## src/rtl/core/cfrx_pkg.sv

```systemverilog
`timescale 1ns / 1ps

package cfrx_pkg;

   localparam int ID_W      = 11;
   localparam int LEN_W     = 4;
   localparam int PAYLOAD_W = 64;
   localparam int WORD_W    = 32;
   localparam int INDEX_W   = 4;
   localparam int CSR_IDX_W = 4;

   localparam logic [LEN_W-1:0] LEN_MAX = 4'd8;

   typedef enum logic [1:0] {
      ACT_READ  = 2'd0,
      ACT_WRITE = 2'd1,
      ACT_FRAME = 2'd2,
      ACT_NONE  = 2'd3
   } action_type;

   typedef enum logic [INDEX_W-1:0] {
      REG_TXID   = 4'd0,
      REG_TXDLC  = 4'd1,
      REG_TXD0   = 4'd2,
      REG_TXD1   = 4'd3,
      REG_SEND   = 4'd4,
      REG_RXID   = 4'd5,
      REG_RXDLC  = 4'd6,
      REG_RXD0   = 4'd7,
      REG_RXD1   = 4'd8,
      REG_POP    = 4'd9,
      REG_STATUS = 4'd10,
      REG_FID    = 4'd11,
      REG_FMASK  = 4'd12
   } reg_index_type;

   localparam logic [CSR_IDX_W-1:0] CSR_FILTER_ID   = 4'd0;
   localparam logic [CSR_IDX_W-1:0] CSR_FILTER_MASK = 4'd1;

   typedef enum logic [1:0] {
      ST_IDLE = 2'd0,
      ST_EXEC = 2'd1,
      ST_RESP = 2'd2
   } state_type;

   typedef struct packed {
      logic [LEN_W-1:0]     length;
      logic [ID_W-1:0]      id;
      logic [PAYLOAD_W-1:0] payload;
   } fifo_entry_type;

endpackage

```

## src/rtl/core/can_frame_controller_with_rx_fifo_unit.sv

```systemverilog
`timescale 1ns / 1ps

// can frame controller with acceptance filter and receive fifo
// req channel: one item is a register read, a register write, a frame
//   arriving from the bus or a no-op; rsp channel: exactly one result item per request
// csr port: filter id (index 0) and filter mask (index 1), written any cycle
//   with csr_wr_en, no wait states
// the block takes one item at a time and accepts no new one until the result
//   is taken: ST_IDLE accepts the item, ST_EXEC reads the head entry from the
//   fifo memory and updates state, ST_RESP presents the registered result
// the fifo lives in a synchronous memory read every cycle at the head
//   pointer; every write or pop lands at the end of the execute state, ahead of the
//   next accept, so the head data is always current in the execute cycle
// stall: while rsp_ready is low the result holds and req_ready stays low
// reset: transmit registers, filters, pointers, fill count and flags clear;
//   fifo memory contents are not cleared, entries are read only after write
module can_frame_controller_with_rx_fifo_unit #(
   parameter int FIFO_DEPTH = 8
) (
   input  logic                                clock,
   input  logic                                reset,
   input  logic                                req_valid,
   output logic                                req_ready,
   input  logic [1:0]                          req_action,
   input  logic [cfrx_pkg::INDEX_W-1:0]        req_reg_index,
   input  logic [cfrx_pkg::WORD_W-1:0]         req_write_value,
   input  logic [cfrx_pkg::ID_W-1:0]           req_arriving_id,
   input  logic [cfrx_pkg::LEN_W-1:0]          req_arriving_length,
   input  logic [cfrx_pkg::PAYLOAD_W-1:0]      req_arriving_payload,
   output logic                                rsp_valid,
   input  logic                                rsp_ready,
   output logic [cfrx_pkg::WORD_W-1:0]         rsp_read_value,
   output logic                                rsp_send_strobe,
   output logic [cfrx_pkg::ID_W-1:0]           rsp_send_id,
   output logic [cfrx_pkg::LEN_W-1:0]          rsp_send_length,
   output logic [cfrx_pkg::PAYLOAD_W-1:0]      rsp_send_payload,
   output logic                                rsp_frame_accepted,
   input  logic                                csr_wr_en,
   input  logic [cfrx_pkg::CSR_IDX_W-1:0]      csr_index,
   input  logic [cfrx_pkg::ID_W-1:0]           csr_wr_data
);

   localparam int PTR_W  = (FIFO_DEPTH > 1) ? $clog2(FIFO_DEPTH) : 1;
   localparam int FILL_W = $clog2(FIFO_DEPTH + 1);
   localparam logic [PTR_W-1:0]  PTR_LAST   = PTR_W'(FIFO_DEPTH - 1);
   localparam logic [FILL_W-1:0] FILL_FULL  = FILL_W'(FIFO_DEPTH);
   localparam logic [FILL_W-1:0] FILL_ONE   = FILL_W'(1);

   localparam int ID_W  = cfrx_pkg::ID_W;
   localparam int LEN_W = cfrx_pkg::LEN_W;
   localparam int PAY_W = cfrx_pkg::PAYLOAD_W;
   localparam int WRD_W = cfrx_pkg::WORD_W;

   function automatic logic [PTR_W-1:0] bump(input logic [PTR_W-1:0] p);
      return (p == PTR_LAST) ? '0 : p + PTR_W'(1);
   endfunction

   cfrx_pkg::state_type state_ff, state_in;
   logic ld_item, do_exec;

   cfrx_pkg::action_type     act_ff;
   cfrx_pkg::reg_index_type  idx_ff;
   logic [WRD_W-1:0]         val_ff;
   cfrx_pkg::fifo_entry_type arr_ff;

   logic [ID_W-1:0]   fid_ff, fid_in, fmask_ff, fmask_in;
   logic [ID_W-1:0]   txid_ff, txid_in;
   logic [LEN_W-1:0]  txlen_ff, txlen_in;
   logic [PAY_W-1:0]  txpay_ff, txpay_in;
   logic [PTR_W-1:0]  rdp_ff, rdp_in, wrp_ff, wrp_in;
   logic [FILL_W-1:0] fill_ff, fill_in;
   logic              txok_ff, txok_in, ovf_ff, ovf_in;

   logic [WRD_W-1:0]  rval_ff, rval_in;
   logic              sstb_ff, sstb_in;
   logic [ID_W-1:0]   sid_ff, sid_in;
   logic [LEN_W-1:0]  slen_ff, slen_in;
   logic [PAY_W-1:0]  spay_ff, spay_in;
   logic              facc_ff, facc_in;

   logic                     push;
   logic                     have;
   logic                     pass;
   cfrx_pkg::fifo_entry_type head;

   cfrx_fifo_mem #(
      .DEPTH (FIFO_DEPTH),
      .PTR_W (PTR_W)
   ) u_mem (
      .clock   (clock),
      .wr_en   (push),
      .wr_addr (wrp_ff),
      .wr_data (arr_ff),
      .rd_addr (rdp_ff),
      .rd_data (head)
   );

   // next state
   always_comb begin
      state_in = state_ff;
      unique case (state_ff)
         cfrx_pkg::ST_IDLE: if (req_valid) state_in = cfrx_pkg::ST_EXEC;
         cfrx_pkg::ST_EXEC: state_in = cfrx_pkg::ST_RESP;
         cfrx_pkg::ST_RESP: if (rsp_ready) state_in = cfrx_pkg::ST_IDLE;
         default:           state_in = cfrx_pkg::ST_IDLE;
      endcase
   end

   // state outputs
   always_comb begin
      req_ready = 1'b0;
      rsp_valid = 1'b0;
      do_exec   = 1'b0;
      unique case (state_ff)
         cfrx_pkg::ST_IDLE: req_ready = 1'b1;
         cfrx_pkg::ST_EXEC: do_exec   = 1'b1;
         cfrx_pkg::ST_RESP: rsp_valid = 1'b1;
         default: ;
      endcase
   end

   assign ld_item = req_valid && req_ready;

   always_ff @(posedge clock) begin
      if (reset) begin
         state_ff <= cfrx_pkg::ST_IDLE;
      end else begin
         state_ff <= state_in;
      end
   end

   always_ff @(posedge clock) begin
      if (ld_item) begin
         act_ff         <= cfrx_pkg::action_type'(req_action);
         idx_ff         <= cfrx_pkg::reg_index_type'(req_reg_index);
         val_ff         <= req_write_value;
         arr_ff.id      <= req_arriving_id;
         arr_ff.length  <= req_arriving_length;
         arr_ff.payload <= req_arriving_payload;
      end
   end

   assign have = (fill_ff != '0);
   assign pass = (((arr_ff.id ^ fid_ff) & fmask_ff) == '0);
   assign push = do_exec && (act_ff == cfrx_pkg::ACT_FRAME) && pass && (fill_ff != FILL_FULL);

   // execute step, plus csr filter writes
   always_comb begin
      fid_in   = fid_ff;
      fmask_in = fmask_ff;
      txid_in  = txid_ff;
      txlen_in = txlen_ff;
      txpay_in = txpay_ff;
      rdp_in   = rdp_ff;
      wrp_in   = wrp_ff;
      fill_in  = fill_ff;
      txok_in  = txok_ff;
      ovf_in   = ovf_ff;
      rval_in  = '0;
      sstb_in  = 1'b0;
      sid_in   = '0;
      slen_in  = '0;
      spay_in  = '0;
      facc_in  = 1'b0;
      if (do_exec) begin
         unique case (act_ff)
            cfrx_pkg::ACT_READ: begin
               unique case (idx_ff)
                  cfrx_pkg::REG_TXID:   rval_in = WRD_W'(txid_ff);
                  cfrx_pkg::REG_TXDLC:  rval_in = WRD_W'(txlen_ff);
                  cfrx_pkg::REG_TXD0:   rval_in = txpay_ff[WRD_W-1:0];
                  cfrx_pkg::REG_TXD1:   rval_in = txpay_ff[PAY_W-1:WRD_W];
                  cfrx_pkg::REG_RXID:   rval_in = have ? WRD_W'(head.id) : '0;
                  cfrx_pkg::REG_RXDLC:  rval_in = have ? WRD_W'(head.length) : '0;
                  cfrx_pkg::REG_RXD0:   rval_in = have ? head.payload[WRD_W-1:0] : '0;
                  cfrx_pkg::REG_RXD1:   rval_in = have ? head.payload[PAY_W-1:WRD_W] : '0;
                  cfrx_pkg::REG_STATUS: rval_in = WRD_W'({ovf_ff, have, txok_ff});
                  cfrx_pkg::REG_FID:    rval_in = WRD_W'(fid_ff);
                  cfrx_pkg::REG_FMASK:  rval_in = WRD_W'(fmask_ff);
                  default:              rval_in = '0;
               endcase
            end
            cfrx_pkg::ACT_WRITE: begin
               unique case (idx_ff)
                  cfrx_pkg::REG_TXID:  txid_in = val_ff[ID_W-1:0];
                  cfrx_pkg::REG_TXDLC: begin
                     txlen_in = (val_ff[LEN_W-1:0] > cfrx_pkg::LEN_MAX) ?
                                cfrx_pkg::LEN_MAX : val_ff[LEN_W-1:0];
                  end
                  cfrx_pkg::REG_TXD0:  txpay_in[WRD_W-1:0]     = val_ff;
                  cfrx_pkg::REG_TXD1:  txpay_in[PAY_W-1:WRD_W] = val_ff;
                  cfrx_pkg::REG_SEND: begin
                     sstb_in = 1'b1;
                     sid_in  = txid_ff;
                     slen_in = txlen_ff;
                     spay_in = txpay_ff;
                     txok_in = 1'b1;
                  end
                  cfrx_pkg::REG_POP: begin
                     if (have) begin
                        rdp_in  = bump(rdp_ff);
                        fill_in = fill_ff - FILL_ONE;
                     end
                  end
                  cfrx_pkg::REG_FID:   fid_in   = val_ff[ID_W-1:0];
                  cfrx_pkg::REG_FMASK: fmask_in = val_ff[ID_W-1:0];
                  default: ;
               endcase
            end
            cfrx_pkg::ACT_FRAME: begin
               if (pass) begin
                  if (fill_ff == FILL_FULL) begin
                     ovf_in = 1'b1;
                  end else begin
                     wrp_in  = bump(wrp_ff);
                     fill_in = fill_ff + FILL_ONE;
                     facc_in = 1'b1;
                  end
               end
            end
            default: ;
         endcase
      end
      if (csr_wr_en) begin
         if (csr_index == cfrx_pkg::CSR_FILTER_ID) begin
            fid_in = csr_wr_data;
         end else if (csr_index == cfrx_pkg::CSR_FILTER_MASK) begin
            fmask_in = csr_wr_data;
         end
      end
   end

   always_ff @(posedge clock) begin
      if (reset) begin
         fid_ff   <= '0;
         fmask_ff <= '0;
         txid_ff  <= '0;
         txlen_ff <= '0;
         txpay_ff <= '0;
         rdp_ff   <= '0;
         wrp_ff   <= '0;
         fill_ff  <= '0;
         txok_ff  <= 1'b0;
         ovf_ff   <= 1'b0;
      end else begin
         fid_ff   <= fid_in;
         fmask_ff <= fmask_in;
         txid_ff  <= txid_in;
         txlen_ff <= txlen_in;
         txpay_ff <= txpay_in;
         rdp_ff   <= rdp_in;
         wrp_ff   <= wrp_in;
         fill_ff  <= fill_in;
         txok_ff  <= txok_in;
         ovf_ff   <= ovf_in;
      end
   end

   always_ff @(posedge clock) begin
      if (do_exec) begin
         rval_ff <= rval_in;
         sstb_ff <= sstb_in;
         sid_ff  <= sid_in;
         slen_ff <= slen_in;
         spay_ff <= spay_in;
         facc_ff <= facc_in;
      end
   end

   assign rsp_read_value     = rval_ff;
   assign rsp_send_strobe    = sstb_ff;
   assign rsp_send_id        = sid_ff;
   assign rsp_send_length    = slen_ff;
   assign rsp_send_payload   = spay_ff;
   assign rsp_frame_accepted = facc_ff;

   a_fill_bound: assert property (@(posedge clock) disable iff (reset)
      fill_ff <= FILL_FULL)
      else $error("fifo fill count above depth");

   a_empty_ptrs: assert property (@(posedge clock) disable iff (reset)
      (fill_ff == '0) |-> (rdp_ff == wrp_ff))
      else $error("empty fifo with unequal pointers");

   a_one_at_a_time: assert property (@(posedge clock) disable iff (reset)
      (req_valid && req_ready) |=> !req_ready)
      else $error("item accepted while previous item in flight");

   a_ovf_on_full: assert property (@(posedge clock) disable iff (reset)
      $rose(ovf_ff) |-> ($past(fill_ff) == FILL_FULL))
      else $error("overflow flagged with room in fifo");

endmodule

```

## src/rtl/core/cfrx_fifo_mem.sv

```systemverilog
`timescale 1ns / 1ps

module cfrx_fifo_mem #(
   parameter int DEPTH = 8,
   parameter int PTR_W = 3
) (
   input  logic                    clock,
   input  logic                    wr_en,
   input  logic [PTR_W-1:0]        wr_addr,
   input  cfrx_pkg::fifo_entry_type wr_data,
   input  logic [PTR_W-1:0]        rd_addr,
   output cfrx_pkg::fifo_entry_type rd_data
);

   cfrx_pkg::fifo_entry_type mem_ff [DEPTH];
   cfrx_pkg::fifo_entry_type rd_data_ff;

   always_ff @(posedge clock) begin
      if (wr_en) begin
         mem_ff[wr_addr] <= wr_data;
      end
   end

   always_ff @(posedge clock) begin
      rd_data_ff <= mem_ff[rd_addr];
   end

   assign rd_data = rd_data_ff;

endmodule

```

## config.mk

```make
export PLATFORM = sky130hd
export DESIGN_NAME = can_frame_controller_with_rx_fifo_unit
export DESIGN_NICKNAME = d
export VERILOG_FILES = /design/src/rtl/core/cfrx_pkg.sv /design/src/rtl/core/can_frame_controller_with_rx_fifo_unit.sv /design/src/rtl/core/cfrx_fifo_mem.sv
export SDC_FILE = /design/constraint.sdc
export NUM_CORES = 1
export LEC_CHECK = 0
export BUFFER_PORTS_ARGS = -buffer_cell sky130_fd_sc_hd__buf_4
export CORE_ASPECT_RATIO = 0.5
export CORE_UTILIZATION = 54
export DETAILED_ROUTE_END_ITERATION = 6
export PLACE_DENSITY = 0.75
export SYNTH_ARGS = -nofsm -noshare
export SYNTH_HDL_FRONTEND = slang
export SYNTH_SLANG_ARGS = --single-unit
```

## constraint.sdc

```tcl
create_clock -name clock -period 7.05 [get_ports clock]
set_clock_uncertainty 0.1 [all_clocks]
set_input_delay 1.0575 -clock clock [delete_from_list [all_inputs] [get_ports clock]]
set_output_delay 1.0575 -clock clock [all_outputs]
set_load 0.05 [all_outputs]
```

=== Word-level counts from Yosys, hierarchy flattened ===
Memories as Yosys holds them, arrays and structs flattened. A register that Yosys moved wholly into a read port is not among the register bits.
Index checks and enable logic that the tools add are counted.

* Bits in writable memories: 632
* Logic and storage cells: 117
* Memories kept: 1
* Output and inout port bits: 115
* Register bits after elaboration: 345

{| class="wikitable"
|+ Memories
! name !! words !! width !! rd ports !! clocked after memory_dff !! wr ports !! line !! RTL
|-
| u_mem.mem_ff || 8 || 79 || 1 || 1 || 1 || cfrx_fifo_mem.sv:15 || <nowiki>cfrx_pkg::fifo_entry_type mem_ff [DEPTH];</nowiki>
|}

* Add/sub/neg operators: 4
* Bitwise logic cells: 3
* Equal/unequal tests: 27
* Magnitude comparators: 1
* Muxes and demuxes: 34
* Reduce and logical (&&, ||, !) cells: 23

{| class="wikitable"
|+ Operator list
! kind !! count
|-
| one-hot mux 32 bit (11 select lines) || 1
|-
| two-way mux 11 bit || 12
|-
| two-way mux 32 bit || 2
|-
| equality test 4 bit (second input constant) || 6
|-
| two-way mux 4 bit || 6
|-
| equality test 4 x 3 -> 1 bit (second input constant) || 4
|-
| AND reduction 3 bit || 5
|-
| != test 2 bit (second input constant) || 6
|-
| AND reduction 4 bit || 3
|-
| bitwise AND 11 bit || 1
|-
| zero test 11 bit || 1
|-
| XOR 11 bit || 1
|-
| equality test 4 x 1 -> 1 bit (second input constant) || 2
|-
| equality test 4 x 2 -> 1 bit (second input constant) || 2
|-
| zero test 4 bit || 2
|-
| one-hot mux 4 bit (2 select lines) || 1
|-
| two-way mux 1 bit || 7
|-
| adder 3 x 1 -> 3 bit (second input constant) || 2
|-
| equality test 3 bit (second input constant) || 2
|-
| two-way mux 3 bit || 2
|-
| one-hot mux 2 bit (3 select lines) || 1
|-
| AND reduction 2 bit || 3
|-
| AND reduction 6 bit || 1
|-
| adder 4 x 1 -> 4 bit (second input constant) || 1
|-
| 11 further kinds || 18
|}

=== Logic depth before layout (Yosys ltp) ===
* Depth after elaboration: 7
* Depth in mapped cells: 8

=== Cells and area by module ===
A second synthesis with hierarchy kept.

* Cells, all modules: 2,104
* Area total of the unflattened synthesis: 38,924.8 sq um

{| class="wikitable"
|+ Modules (own cells, without submodules)
! module !! cells an instance !! area an instance (sq um) !! sequential area each (sq um) !! times used
|-
| cfrx_fifo_mem || 1,006 || 25,360.6 || 20,559.7 || 1
|-
| can_frame_controller_with_rx_fifo_unit || 1,098 || 13,564.3 || 9,208.8 || 1
|}

=== Worst setup path before layout ===
OpenSTA, ideal clock, no wires.

* Kind: reg-to-reg
* Start point: register arr_ff[74] (netlist name)
* End point: memory u_mem.mem_ff[1][0] (netlist name), enable pin
* Clock period less this slack: 7.532 ns
* Setup slack: -0.482 ns
* Setup time: 0.613 ns
* Cell stages (with the launch flop): 7
* Path buffers: 0
* Arrival: 6.819 ns
* Cell sequence: edfxtp_1 -> xor2_1 -> a22oi_1 -> nand2_1 -> nor4_4 -> nand2_1 -> nor3_1

* Cells in the longest elaborated chain, start to end: 7

{| class="wikitable"
|+ RTL lines
! element !! line !! RTL
|-
| start: declaration || can_frame_controller_with_rx_fifo_unit.sv:64 || <nowiki>cfrx_pkg::fifo_entry_type arr_ff;</nowiki>
|-
| XOR 11 bit || can_frame_controller_with_rx_fifo_unit.sv:144 || <nowiki>assign pass = (((arr_ff.id ^ fid_ff) & fmask_ff) == '0);</nowiki>
|-
| bitwise AND 11 bit || can_frame_controller_with_rx_fifo_unit.sv:144 ||
|-
| zero test 11 bit || can_frame_controller_with_rx_fifo_unit.sv:144 ||
|-
| logical AND 1 bit (2 in series) || can_frame_controller_with_rx_fifo_unit.sv:145 || <nowiki>assign push = do_exec && (act_ff == cfrx_pkg::ACT_FRAME) && pass && (fill_ff != FILL_FULL);</nowiki>
|-
| two-way mux 1 bit || cfrx_fifo_mem.sv:19 || <nowiki>if (wr_en) begin</nowiki>
|-
| two-way mux 1 bit (not written as such) || cfrx_fifo_mem.sv:20 || <nowiki>mem_ff[wr_addr] <= wr_data;</nowiki>
|-
| end: declaration || cfrx_fifo_mem.sv:15 ||
|}

Every way passes these cells.

=== Final worst setup path ===
* Start point: register arr_ff[74] (netlist name)
* End point: memory u_mem.mem_ff[2][13] (netlist name), enable pin

Same word-level chain as after synthesis.

==> results.md <==
* Status: finished, violations left
* Failing checks: design-rule violations
* Reg power frac at 56.8%
* Setup TNS at 0 ps
* Yosys reg bits at between 1000 and 1500
* Fin crit period at between 3000 and 4000 ps
* Ys async rst share at 0%
* Reported max-cap violation count at 0
* CP max FO at 51
* Hold Path Class: flop to flop
* Finish-stage setup viols at 0
* Seq/Total Area, Yosys at approximately three quarters
* Routed len/inst at 25.3 µm
* Max incr delay on CP at 1000 ps
* Die Y at 191 µm
* Post-cts resize count at 0
* P&R area growth vs syn at 15.2%
* Remaining Overflow, GRT at 0
* Max_slew headroom at under 10%
* Ports at 252
* Worst r2r path cells at 7
* Pre-antenna DRT Iters at 7
* FF-to-FF setup slack at 3090 ps
* Peak supply drop at 0.000217 V
* Yosys cell types at 53
* Clock transition at path regs at 70 ps
* Total number of vias at 20100
* Sw frac at 21.0%
* Dpl hpwl at 51200 µm
* Final instance area at 44700 µm²
* Worst EP required at 7260 ps
* Die W at 381 µm
* CTS tree: done
* Syn Nets at between 2000 and 2500
* RR Endpoint: u_mem.mem_ff[2][13]
* # port buffers at 251
* CP cell instances: xor2_1 > a22oi_1 > nand2_1 > nor4_4 > nand2b_1 > nor2_4 > buf_12
* Comb power frac at 3.0%
* CP Class: flop to flop
* H-tree Lvls at 3
* Placed Area at 41800 µm²
* CTS buffer count at 88
* Vias in the first global route at 19600
* Critical Path Source: arr_ff[74]
* Commonest register cell after synthesis: edfxtp_1
* Unrepaired setup endpoints after global routing: false
* Iter 0 DRT Violations at 2509
* Fin crit share at 56.1%
* Via-per-instance ratio at 5.92
* Power, Total at about 12 mW
* Ratio of cells with drive above 1 in the final layout at 28.1%
* Post-synthesis cell area at 38800 µm²
* Antenna violations before repair at 4
* Clk root buf: clkbuf_16
* Hold bufs inserted after CTS at 0
* Setup bufs post-CTS at 0
* Critical-path top delay cell: nor2_4
* Slew @ Worst Pin at 1350 ps
* First-pass GRT wire length at approximately 130000 µm
* YS warnings at 0
* Pleak at 14.6 nW
* CTS Sinks at 1056
* Slew Limit Fails at 0
* Largest net degree at the start of global routing at 161
* Final antenna-violating net count at 0
* Largest area contributor in the netlist: edfxtp_1
* Final hold violations at 0
* End of the critical path: u_mem.mem_ff[2][13]
* CP startpoint kind: flop
* Syn avg cell area at 18.4 µm²
* Clock Tree Buf Depth at 3
* Yosys top cell area share at 66.7%
* Peak Freq at 253 MHz
* Post-route DRC at 2
* Internal power at about 9.7 mW
* Nets at between 2000 and 2500
* Reg2reg start: arr_ff[74]
* Total track usage at 23.5%
* Initial Utilization at 54.6%
* Worst Setup End Kind: flop
* Switch Pwr at 2.57 mW
* Syn Inst Count at 2102
* Overall routed net length at 85600 µm
* Num rows at 69
* Die ar. at 73000 µm²
* Top post-synthesis cells by area: edfxtp_1 (67%), dfxtp_1 (10%), mux4_2 (9.2%)
* Post-synth EDFFs at 862
* PwrDens at 274 nW/µm²
* WP data arrival at 4170 ps
* RD Place Congestion at 0.897
* Clk pwr share at 40.2%
* Core area at 71100 µm²
* Later-pin clock latency in the skew report at 670 ps
state kept, by name, indices dropped and copies added (netlist names), 3 cells and up:
register / count
arr_ff: 79
fid_ff: 11
fill_ff: 4
fmask_ff: 11
idx_ff: 4
rdp_ff: 3
rsp_read_value: 32
rsp_send_id: 11
rsp_send_length: 4
rsp_send_payload: 64
txid_ff: 11
txlen_ff: 4
txpay_ff: 64
u_mem.mem_ff: 632
u_mem.rd_data: 79
val_ff: 32
wrp_ff: 3
worst max-delay path, delay by kind of cell (launching register included):
| family | cells | cell delay [ps] |
|---|---|---|
| xor gates and xnor gates | 1 | 220 |
| AOI/OAI and AO/OA | 1 | 230 |
| DFF | 1 | 540 |
| buffers and inverters | 1 | 410 |
| and+or+nand+nor | 4 | 2050 |
how the worst min path moves through the flow:
stage	from	endpoint	cells after the start
6_report	txpay_ff[4]	txpay_ff[4]	2
5_1_grt	txpay_ff[46]	txpay_ff[46]	2
4_1_cts	txpay_ff[46]	txpay_ff[46]	2
3_5_place_dp	txok_ff	txok_ff	2
3_3_place_gp	txpay_ff[9]	txpay_ff[9]	2
2_1_floorplan	txok_ff	txok_ff	2
through the flow:
| step | hold WS, ps | utilization (%) | std cells | setup WS [ps] |
|---|---|---|---|---|
| after floorplan | 337 | - | 2102 | 1640 |
| after global placement | 352 | 58.8 | 3223 | 3140 |
| after detailed placement | 360 | 58.8 | 3223 | 3080 |
| after CTS | 371 | 62.8 | 3388 | 3070 |
| after global routing | 391 | 62.8 | 3389 | 2920 |
| final | 371 | 62.9 | 3390 | 3090 |
cell type report:
cell class | count | area [µm²]
Inverter | 2 | 10.0
Multi-Input combinational cell | 924 | 8580
Timing Repair Buffer | 283 | 2190
Clock inverter | 51 | 505
Antenna cell | 2 | 5.00
Tap cell | 958 | 1200
Sequential cell | 1056 | 29800
Fill cell | 4797 | 26400
Clock buffer | 114 | 2390
placed cells by master (no fill, tap or decap), types with 5 or more instances in the layout:
master     instances
nand2_1          176
a311oi_1          22
nor2_4             7
mux2_2            81
mux4_2           159
a21oi_1           85
bufinv_16          8
clkinv_2          18
nand2b_1          17
o21ai_1            9
a221oi_1           9
a22o_1            21
ha_1               6
buf_12             5
dfxtp_1          191
nand3_1           28
edfxtp_1         862
xor2_1            11
clkbuf_16         89
nor2b_1            7
buf_4            278
a222oi_1          30
nor2_1            77
o21ai_0            6
clkbuf_8           7
nor3b_1            6
a22oi_1            8
clkinv_1          13
and2_1            83
clkbuf_1          18
mux2i_1           29
metal layers:
| layer | vias to the layer above | global-route usage, % | share of wire [%] | wire (µm) |
|---|---|---|---|---|
| li1 | 8762 | - | - | - |
| met4 | 0 | 6.01 | 2.2 | 1900 |
| met2 | 915 | 36.1 | 47 | 40100 |
| met3 | 134 | 5.99 | 8.9 | 7630 |
| met1 | 10300 | 33.7 | 42 | 36000 |
| met5 | - | 0 | 0 | 0 |
kinds of logic after synthesis:
| group | share of synthesized area [%] |
|---|---|
| flip-flops | 76.8 |
| AND/OR/NAND/NOR | 5.36 |
| multiplexers | 12.4 |
| AO/OA/AOI/OAI | 3.64 |
| buffers and inverters | 1.35 |
| XOR/XNOR | 0.271 |
| adder cells (fa/ha/maj) | 0.245 |
cell usage after synthesis (all sizes together) (6+ instances only):
library cell	count
a21oi	85
a221oi	9
a222oi	30
a22o	21
a22oi	8
a311oi	22
and2	84
buf	53
clkbuf	67
dfxtp	194
edfxtp	862
ha	6
mux2	82
mux2i	29
mux4	159
nand2	176
nand2b	18
nand3	28
nor2	86
nor2b	7
nor3	9
nor3b	6
o21ai	15
or2	7
xor2	11
power groups by stage:
stage          logic, mW  registers [mW]  clock network (mW)
6_report           0.370            6.96                4.92
5_1_grt            0.386            6.97                5.21
4_1_cts            0.371            6.96                4.97
3_5_place_dp       0.369            7.10                   0
3_3_place_gp       0.364            7.09                   0
2_1_floorplan      0.128            7.13                   0
Note: power is estimated with default switching activity, not from simulation.
